File: src/hdl/prefix_varint_encoder_defines.svh
// assertion macros for the prefix varint encoder
// used by prefix_varint_encoder.sv; needs clk and rst_n in scope
`ifndef PREFIX_VARINT_ENCODER_DEFINES_SVH
`define PREFIX_VARINT_ENCODER_DEFINES_SVH

// plain check sampled on the rising edge, off during reset
`define PVE_ASSERT(lbl, prop, msg) \
  lbl: assert property (@(posedge clk) disable iff (!rst_n) (prop)) else $error(msg);

// implication from one cycle to the next
`define PVE_ASSERT_NEXT(lbl, ante, cons, msg) \
  lbl: assert property (@(posedge clk) disable iff (!rst_n) (ante) |=> (cons)) \
    else $error(msg);

`endif

File: src/hdl/pve_pkg.sv
// shared types and constants for the prefix varint encoder
// no dependencies
package pve_pkg;

  localparam int VAL_W    = 64;
  localparam int OCTET_W  = 8;
  localparam int NUM_CELLS = 9;
  localparam int CNT_W    = 4;

  typedef logic [OCTET_W-1:0] octet_t;

  // one slot of the output chain
  typedef struct packed {
    logic   vld;
    logic   last;
    octet_t data;
  } pve_cell_t;

  // header byte with k leading ones
  localparam octet_t LEAD_ONES [0:8] = '{
    8'h00, 8'h80, 8'hC0, 8'hE0, 8'hF0, 8'hF8, 8'hFC, 8'hFE, 8'hFF
  };

endpackage

File: src/hdl/pve_cell.sv
// one slot of the output shift chain
// depends on pve_pkg
module pve_cell
  import pve_pkg::*;
(
  input  logic      clk,
  input  logic      rst_n,
  input  logic      load,
  input  logic      shift,
  input  pve_cell_t ld_i,
  input  pve_cell_t nb_i,
  output pve_cell_t q_o
);

  logic   vld_r, vld_nxt;
  logic   last_r, last_nxt;
  octet_t data_r, data_nxt;

  always_comb begin
    vld_nxt  = vld_r;
    last_nxt = last_r;
    data_nxt = data_r;
    if (load) begin
      vld_nxt  = ld_i.vld;
      last_nxt = ld_i.last;
      data_nxt = ld_i.data;
    end else if (shift) begin
      vld_nxt  = nb_i.vld;
      last_nxt = nb_i.last;
      data_nxt = nb_i.data;
    end
  end

  always_ff @(posedge clk) begin
    if (!rst_n) begin
      vld_r <= 1'b0;
    end else begin
      vld_r <= vld_nxt;
    end
  end

  always_ff @(posedge clk) begin
    last_r <= last_nxt;
    data_r <= data_nxt;
  end

  assign q_o = '{vld: vld_r, last: last_r, data: data_r};

endmodule

File: src/hdl/pve_fmt.sv
// builds the full byte image of one encoded value for a parallel load
// depends on pve_pkg
module pve_fmt
  import pve_pkg::*;
(
  input  logic [VAL_W-1:0] value,
  output pve_cell_t        cells [NUM_CELLS]
);

  logic [2:0]       nm1;      // significant bytes minus one, zero counts as one
  logic [CNT_W-1:0] n_eff;
  logic [VAL_W-1:0] shifted;
  octet_t           first;
  octet_t           hdr;
  octet_t           hdr_m;
  logic             merge;
  logic [CNT_W-1:0] cnt;
  octet_t           img [NUM_CELLS];

  always_comb begin
    nm1 = '0;
    for (int i = 0; i < 8; i++) begin
      if (value[8*i +: 8] != 8'h00) begin
        nm1 = 3'(i);
      end
    end
  end

  assign n_eff   = {1'b0, nm1} + 4'd1;
  assign shifted = value << {3'd7 - nm1, 3'b000};
  assign first   = shifted[63:56];
  assign hdr     = LEAD_ONES[n_eff];
  assign hdr_m   = LEAD_ONES[{1'b0, nm1}];
  assign merge   = ((hdr & first) == 8'h00);

  always_comb begin
    if (merge) begin
      img[0] = first | hdr_m;
      for (int k = 1; k < 8; k++) begin
        img[k] = shifted[63-8*k -: 8];
      end
      img[8] = 8'h00;
      cnt    = n_eff;
    end else begin
      img[0] = hdr;
      for (int k = 1; k < 9; k++) begin
        img[k] = shifted[71-8*k -: 8];
      end
      cnt = n_eff + 4'd1;
    end
  end

  for (genvar k = 0; k < NUM_CELLS; k++) begin : g_img
    assign cells[k].vld  = (4'(k) < cnt);
    assign cells[k].last = (4'(k) == cnt - 4'd1);
    assign cells[k].data = img[k];
  end

endmodule

File: src/hdl/prefix_varint_encoder.sv
// top level of the prefix-length unsigned varint encoder
// depends on pve_pkg, pve_fmt, pve_cell and prefix_varint_encoder_defines.svh
//
//   channel | ports                          | dir | handshake
//   --------+--------------------------------+-----+-------------------------
//   input   | in_value[63:0]                 | in  | in_valid / in_ready
//   result  | out_byte[7:0], out_last        | out | out_valid / out_ready
//
// a value that encodes to k bytes (1 to 9) holds the output chain until its last byte leaves,
// one byte leaving per cycle from the head cell while out_ready is high; the encoded byte count sets the rate
// the next item is taken in the same cycle as the last byte of the previous one
// leaves, so items stream with no gap between encodings
// the head cell is the output register; out_ready low freezes the whole chain
// synchronous active-low reset clears the cell valid bits only
`include "prefix_varint_encoder_defines.svh"

module prefix_varint_encoder
  import pve_pkg::*;
(
  input  logic             clk,
  input  logic             rst_n,
  input  logic             in_valid,
  output logic             in_ready,
  input  logic [VAL_W-1:0] in_value,
  output logic             out_valid,
  input  logic             out_ready,
  output octet_t           out_byte,
  output logic             out_last
);

  pve_cell_t ld_cells [NUM_CELLS];  // formatted image of the incoming item
  pve_cell_t q_cells  [NUM_CELLS];  // current chain contents, index 0 is the head
  pve_cell_t nb_cells [NUM_CELLS];  // what each cell takes on a shift
  logic      adv;
  logic      load;
  logic [NUM_CELLS-1:0] vld_vec;

  // byte image of the new value, computed straight from the input port
  pve_fmt u_fmt (
    .value (in_value),
    .cells (ld_cells)
  );

  // chain moves when the head is empty or being taken
  assign adv      = !q_cells[0].vld || out_ready;
  // free once at most the head byte remains and it leaves now
  assign in_ready = !q_cells[1].vld && adv;
  assign load     = in_valid && in_ready;

  for (genvar k = 0; k < NUM_CELLS; k++) begin : g_chain
    if (k == NUM_CELLS - 1) begin : g_tail
      assign nb_cells[k] = '0;
    end else begin : g_mid
      assign nb_cells[k] = q_cells[k+1];
    end

    pve_cell u_cell (
      .clk   (clk),
      .rst_n (rst_n),
      .load  (load),
      .shift (adv),
      .ld_i  (ld_cells[k]),
      .nb_i  (nb_cells[k]),
      .q_o   (q_cells[k])
    );

    assign vld_vec[k] = q_cells[k].vld;
  end

  assign out_valid = q_cells[0].vld;
  assign out_byte  = q_cells[0].data;
  assign out_last  = q_cells[0].last;

  // valid cells always form a run starting at the head
  `PVE_ASSERT(a_chain_packed, ((vld_vec & (vld_vec + 9'd1)) == '0), "chain has a gap")
  // a final byte at the head leaves nothing behind it
  `PVE_ASSERT(a_last_alone, (!(q_cells[0].vld && q_cells[0].last) || !q_cells[1].vld), "bytes after last")
  // a non-final head byte always has a successor queued
  `PVE_ASSERT(a_head_succ, (!(q_cells[0].vld && !q_cells[0].last) || q_cells[1].vld), "item cut short")
  // an accepted item shows its first byte on the next cycle
  `PVE_ASSERT_NEXT(a_load_show, load, out_valid, "accepted item not presented")

endmodule
File: config.mk
export PLATFORM = sky130hd
export DESIGN_NAME = prefix_varint_encoder
export DESIGN_NICKNAME = d
export VERILOG_FILES = /design/src/hdl/pve_pkg.sv /design/src/hdl/pve_cell.sv /design/src/hdl/pve_fmt.sv /design/src/hdl/prefix_varint_encoder.sv
export VERILOG_INCLUDE_DIRS = /design/src /design/src/hdl
export SDC_FILE = /design/constraint.sdc
export NUM_CORES = 1
export LEC_CHECK = 0
export BUFFER_PORTS_ARGS = -buffer_cell sky130_fd_sc_hd__buf_2
export CAP_MARGIN = 20
export CORE_MARGIN = 10
export CORE_UTILIZATION = 54
export CTS_CLUSTER_SIZE = 10
export DETAILED_ROUTE_END_ITERATION = 10
export PLACE_DENSITY = 0.74
export SLEW_MARGIN = 20
export SYNTH_ARGS = -nofsm -noshare
export SYNTH_HDL_FRONTEND = slang
export SYNTH_SLANG_ARGS = --single-unit
File: constraint.sdc
create_clock -name clk -period 6 [get_ports clk]
set_input_delay 1.2 -clock clk [delete_from_list [all_inputs] [get_ports clk]]
set_output_delay 1.2 -clock clk [all_outputs]
set_load 0.02 [all_outputs]
== After elaboration in Yosys (flattened, before gate mapping) ==
Memory sizes are Yosys's and may differ from the RTL's.
Cells that the tools add are included.

* Bits in registers: 90
* ROM bits: 256
* Bits of input ports: 68
* Logic and storage cells: 138
* Memories: 2

{| class="wikitable"
|+ Memories
! name !! depth !! bits a word !! rd ports !! clocked after memory_dff !! write ports !! RTL line !! RTL
|-
| (name not given) || 16 || 8 || 1 || 0 || 0 || pve_fmt.sv:32 || <nowiki>assign hdr = LEAD_ONES[n_eff];</nowiki>
|-
| (name not given) || 16 || 8 || 1 || 0 || 0 || pve_fmt.sv:33 || <nowiki>assign hdr_m = LEAD_ONES[{1'b0, nm1}];</nowiki>
|}

* Add/sub/neg operators: 4
* $lt $le $gt $ge: 11
* Equal/unequal tests: 8
* Shifts and indexed selects: 1
* Multiplexer cells: 66
* Bitwise logic cells: 4
* Reductions and logical operators: 15

{| class="wikitable"
|+ Operators with widths
! cell !! number
|-
| $mux 8 || 22
|-
| $mux 72 || 1
|-
| $shl 64x6->64 || 1
|-
| $reduce_bool 8->1 || 7
|-
| $mux 1 || 36
|-
| $eq 3x4->1 const A || 4
|-
| $lt 3x4->1 const A || 4
|-
| $mux 3 || 4
|-
| $ge 5x5->1 const B || 2
|-
| $and 8x8->8 || 1
|-
| $eq 2x4->1 const A || 2
|-
| $logic_not 8->1 || 1
|-
| $lt 1x4->1 const A || 2
|-
| $lt 2x4->1 const A || 2
|-
| $or 8x8->8 || 1
|-
| $not 3->5 || 1
|-
| $not 4->5 || 1
|-
| $add 3x1->4 const B || 1
|-
| $add 4x1->4 const B || 1
|-
| $eq 1x4->1 const A || 1
|-
| $eq 4x4->1 const A || 1
|-
| $logic_not 4->1 || 1
|-
| $lt 4x4->1 const A || 1
|-
| $mux 2 || 2
|-
| other kinds (7) || 9
|}

== Depth between registers and ports, before layout ==
* Depth in word-level cells: 19
* Depth in mapped cells: 20
* Depth with buffers taken out: 14

== By module ==
A second synthesis with hierarchy kept.

* Cells, all modules: 792
* Area, all modules: 7,392.1 um2

{| class="wikitable"
|+ Modules (own cells, without submodules)
! module !! times used !! cells each !! area an instance (um2)
|-
| pve_cell || 9 || 26 || 455.4
|-
| pve_fmt || 1 || 553 || 3,255.6
|-
| prefix_varint_encoder || 1 || 5 || 37.5
|}

== Worst setup path after synthesis ==
OpenSTA, ideal clock, no wires.

* Path kind: input to register
* Start point: in in_value[21]
* End point: reg g_chain[7].u_cell.data_r[4], data pin
* Arrival time: 5.685 ns
* Data required time: 5.743 ns
* Path slack: 0.058 ns
* Stages: 18
* Buffers on the path: 5
* Path through: or4_1 > a211oi_1 > o221ai_2 > nand2_1 > clkbuf_1 > clkbuf_1 > ha_1 > ha_1 > ha_1 > nor2_1 > o31a_1 > a21o_1 > o211ai_1 > or4_1 > buf_2 > buf_2 > buf_2 > a32o_1

* Cells in the longest elaborated chain, start to end: 16
* Elaborated cells between the ends (all ways): 18
* Those cells by class: add/sub: 2; shift: 1; mux: 10; bitwise: 2; reduce/logical: 2; memory: 1

{| class="wikitable"
|+ RTL lines
! what !! RTL line !! RTL
|-
| from (decl) || prefix_varint_encoder.sv:24 || <nowiki>input logic [VAL_W-1:0] in_value,</nowiki>
|-
| $reduce_bool 8->1 || pve_fmt.sv:23 || <nowiki>if (value[8*i +: 8] != 8'h00) begin</nowiki>
|-
| $mux 2 (2 in a row) || pve_fmt.sv:23 ||
|-
| $mux 3 (4 in a row) || pve_fmt.sv:23 ||
|-
| $add 3x1->4 || pve_fmt.sv:29 || <nowiki>assign n_eff = {1'b0, nm1} + 4'd1;</nowiki>
|-
| $not 4->5 (not written as such) || pve_fmt.sv:32 ||
|-
| $mem_v2 16x8 || n/a ||
|-
| $mux 8 (not written as such) (2 in a row) || pve_fmt.sv:32 ||
|-
| $and 8x8->8 || pve_fmt.sv:34 || <nowiki>assign merge = ((hdr & first) == 8'h00);</nowiki>
|-
| $logic_not 8->1 || pve_fmt.sv:34 ||
|-
| $mux 72 (*) || pve_fmt.sv:37 || <nowiki>if (merge) begin</nowiki>
|-
| $mux 8 (*) || pve_cell.sv:23 || <nowiki>if (load) begin</nowiki>
|-
| named net g_chain[7].u_cell.data_nxt[4] || pve_cell.sv:17 || <nowiki>octet_t data_r, data_nxt;</nowiki>
|-
| to (signal assigned) || pve_cell.sv:44 || <nowiki>data_r <= data_nxt;</nowiki>
|-
| to (decl) || pve_cell.sv:17 ||
|}

The timed path passes the listed nets; every way through them passes the cells marked *. The select of a mux whose other input is x is not followed.
A chain may end at the register's enable or synchronous reset.

== Worst setup path in the final report ==
* Start point: in in_value[36]
* End point: reg g_chain[6].u_cell.data_r[1], data pin

* Cells in the longest elaborated chain, start to end: 14
* Elaborated cells between the ends (all ways): 16
* Those cells by class: add/sub: 2; shift: 1; mux: 8; bitwise: 2; reduce/logical: 2; memory: 1

{| class="wikitable"
|+ RTL lines
! what !! RTL line
|-
| $reduce_bool 8->1 || pve_fmt.sv:23
|-
| $mux 3 (4 in a row) || pve_fmt.sv:23
|-
| $add 3x1->4 || pve_fmt.sv:29
|-
| $not 4->5 (not written as such) || pve_fmt.sv:32
|-
| $mem_v2 16x8 || n/a
|-
| $mux 8 (not written as such) (2 in a row) || pve_fmt.sv:32
|-
| $and 8x8->8 || pve_fmt.sv:34
|-
| $logic_not 8->1 || pve_fmt.sv:34
|-
| $mux 72 (*) || pve_fmt.sv:37
|-
| $mux 8 (*) || pve_cell.sv:23
|-
| named net g_chain[6].u_cell.data_nxt[1] || pve_cell.sv:17
|-
| to (signal assigned) || pve_cell.sv:44
|-
| to (decl) || pve_cell.sv:17
|}

Marks and branches as above.

==> impl_metrics.csv <==
group,metric,value,unit
yosys,async_flop_share,0,%
die,core-area,0.01211,mm2
run,maxCapViolations,0,
grt,grt_first_pass_wirelength,38020,um
sta,post-route-period-util,90.19,%
route,highest_layer,"met4",
clocking,cts_tree,"done",
grt,antenna_found_initial,0,
worst_setup_path,cp_slowest_cell,"or4_2",
worst_setup_path,slowest_delay,710,ps
pwr,vdd_drop_max,0.1368,mV
yosys,synthTopCellsByCount,"129 x nand2_1, 81 x edfxtp_1, 48 x nor2_1",
worst_setup_path,start_kind,"primary input",
route,wl_met1,10490,um
sta,relSlewSlack,40.43,%
clocking,ctsHtreeMaxLevel,3,
yosys,synth-seq-area-share,38.91,%
pwr,p_total,0.001786,W
yosys,synth_warnings,0,
worst_setup_path,cp_max_fo,51,
sta,post-route-min-period,5412,ps
grt,gr-total-overflow,0,
finish,layout.nets,901,
worst_hold_path,hold_class,"reg -> reg",
route,vias,6739,
yosys,synth_ff_type,"edfxtp_1",
worst_setup_path,crit_path_end_kind,"flip-flop",
worst_setup_path,cp.required,6180,ps
finish,fill_cells,1032,
finish,drive_above_1_share,21.62,%
sta,hold_violations,0,
clocking,clk_pin_slew,60,ps
die,boundaryPins,79,
die,initial_utilization,55.43,%
worst_setup_path,crit_arrival,5590,ps
sta,finClkSkew,4.154,ps
die,dieArea,0.01729,mm2
worst_setup_path,critPathMostFrequentCell,"ha_1",
yosys,synth.area.top_cells,"edfxtp_1 36%, nand2_1 7.2%, mux2i_1 6.3%",
placement,gp_congestion,0.9623,
route,drcViolationCount,0,
clocking,worstSkewPairLatency,340,ps
sta,slew_violations,0,
sta,max_freq,0.1848,GHz
yosys,post-synth-top-area-cell,"edfxtp_1",
route,drtAntennaViolNets,0,
clocking,cts_repair_resize_count,0,
yosys,syn_avg_cell_area,8.776,um2
status,outcome,"finished clean",
sta,worst_slew_pin_slew,890.5,ps
route,met2_length,10250,um
clocking,root_buffer,"clkbuf_16",
route,wirelength,24450,um
clocking,clk_path_buf_depth,2,
grt,grt_max_degree,90,
yosys,synth_area,0.006714,mm2
clocking,postCtsSetupBuffers,0,
die,die_y,131.5,um
clocking,numCtsBuffers,9,
yosys,yosysUniqueCellTypes,69,
die,die_x,131.5,um
sta,setup_viol,0,
route,first_pass_iters,6,
worst_setup_path,worstSetupPathType,"in -> reg",
yosys,synth_top_area_share,36.23,%
worst_setup_path,cp_cell_sequence,"buf_2 > nor4_1 > nand4_1 > o21ai_1 > ha_1 > ha_1 > ha_1 > nor2_1 > o31a_1 > a21o_1 > o211ai_1 > or4_2 > buf_12 > or3_1 > a31oi_1",
yosys,ys_ff_latch,90,
route,wl_per_cell,24.55,um
route,met3_length,2891,um
sta,rsz0062_at_grt,"false",
finish,area_delta_synth_final,13.53,%
yosys,syn_nets,841,
pwr,power_density,234.3,mW/mm2
grt,first_global_vias,6391,
die,rows,40,
yosys,synthCells,765,
finish,diodes,0,
placement,dp_hpwl,18040,um
route,routed_via_density,6.766,
yosys,synth.most_common_cell,"nand2_1",
yosys,synth_edf_count,81,
grt,track_usage,27.32,%
route,drt_iter0_drc,1342,
clocking,cts-hold-fix-buffers,0,
sta,setup_tns,0,ps
placement,io_buffers,78,
clocking,cts_num_sinks,90,
sta,fin_hold_ws,470.9,ps
pwr,p_leak,3.072,nW
-- critical path: cells and delay by family --
kind / cells / cell delay, ps
compound gates: 5 / 1020
simple gates: 5 / 2270
buf+inv: 2 / 360
fa+ha+maj: 3 / 720
-- path summary, 6_finish.rpt --
| path | depth (start not counted) | startpoint | slack [ps] | endpoint |
|---|---|---|---|---|
| setup / recovery | 15 | in_value[36] | 590 | g_chain[6].u_cell.data_r[1] |
| hold / removal | 2 | g_chain[4].u_cell.vld_r | 470 | g_chain[3].u_cell.vld_r |
| setup reg to reg | 6 | g_chain[0].u_cell.vld_r | 3470 | g_chain[1].u_cell.data_r[7] |
| hold reg to reg | 2 | g_chain[4].u_cell.vld_r | 470 | g_chain[3].u_cell.vld_r |
-- layout make-up --
class	count	area, um2	area share, %
inverters	12	46.29	0.6074
clock inverters	4	45.04	0.5909
well taps	168	210.2	2.758
clock buffers	10	229.0	3.004
repair buffers	110	671.9	8.815
flip-flops and latches	90	2613	34.27
multi-input cells	602	3807	49.95
-- sequential cells by signal (all words and copies together), names as in the netlist --
name / cells
g_chain.u_cell.data_r: 72
g_chain.u_cell.last_r: 9
g_chain.u_cell.vld_r: 9
-- report_power, final --
group          leakage (nW)  internal, W  switching (W)
sequential            0.938     0.000846      0.0000371
clock                 0.130     0.000315       0.000217
combinational          2.00     0.000132       0.000239
total                  3.07      0.00129       0.000493
-- cell usage in the layout (no fill, tap or decap), types with 11 or more instances in the layout --
cell | synthesis | layout
buf_4 | 1 | 28
edfxtp_1 | 81 | 81
nand3_1 | 30 | 30
a31oi_1 | 18 | 18
mux2_2 | 33 | 33
nand2_1 | 129 | 127
o22ai_1 | 11 | 11
nor3_1 | 13 | 13
or3_1 | 12 | 12
buf_2 | 12 | 78
and3_1 | 19 | 19
mux2i_1 | 42 | 42
a21oi_1 | 40 | 40
o21ai_0 | 45 | 45
nor2_1 | 48 | 48
o21ai_1 | 18 | 18
-- logic make-up after synthesis --
group	after synthesis	synth area share, %
adders and majority gates	8	1.491
DFF	90	38.91
buffers and inverters	73	4.472
and+or+nand+nor	299	21.51
muxes	77	12.13
AOI/OAI and AO/OA	218	21.49
-- per-stage QoR --
step	cells	area [um2]	setup WS [ps]	util (%)
5_1_grt	996	7622	374.0	62.93
3_5_place_dp	982	7345	284.5	60.64
3_3_place_gp	982	7345	329.2	60.64
2_1_floorplan	765	6714	58.08	-
4_1_cts	996	7619	637.0	62.90
6_report	996	7622	588.4	62.93
-- metal layers --
layer / vias to the layer above / track usage [%]
met2: 473 / 38.17
met3: 52 / 4.688
met4: 0 / 10.07
li1: 3036 / -
met5: - / 0
met1: 3178 / 40.81
(Power assumes the default switching activity.)
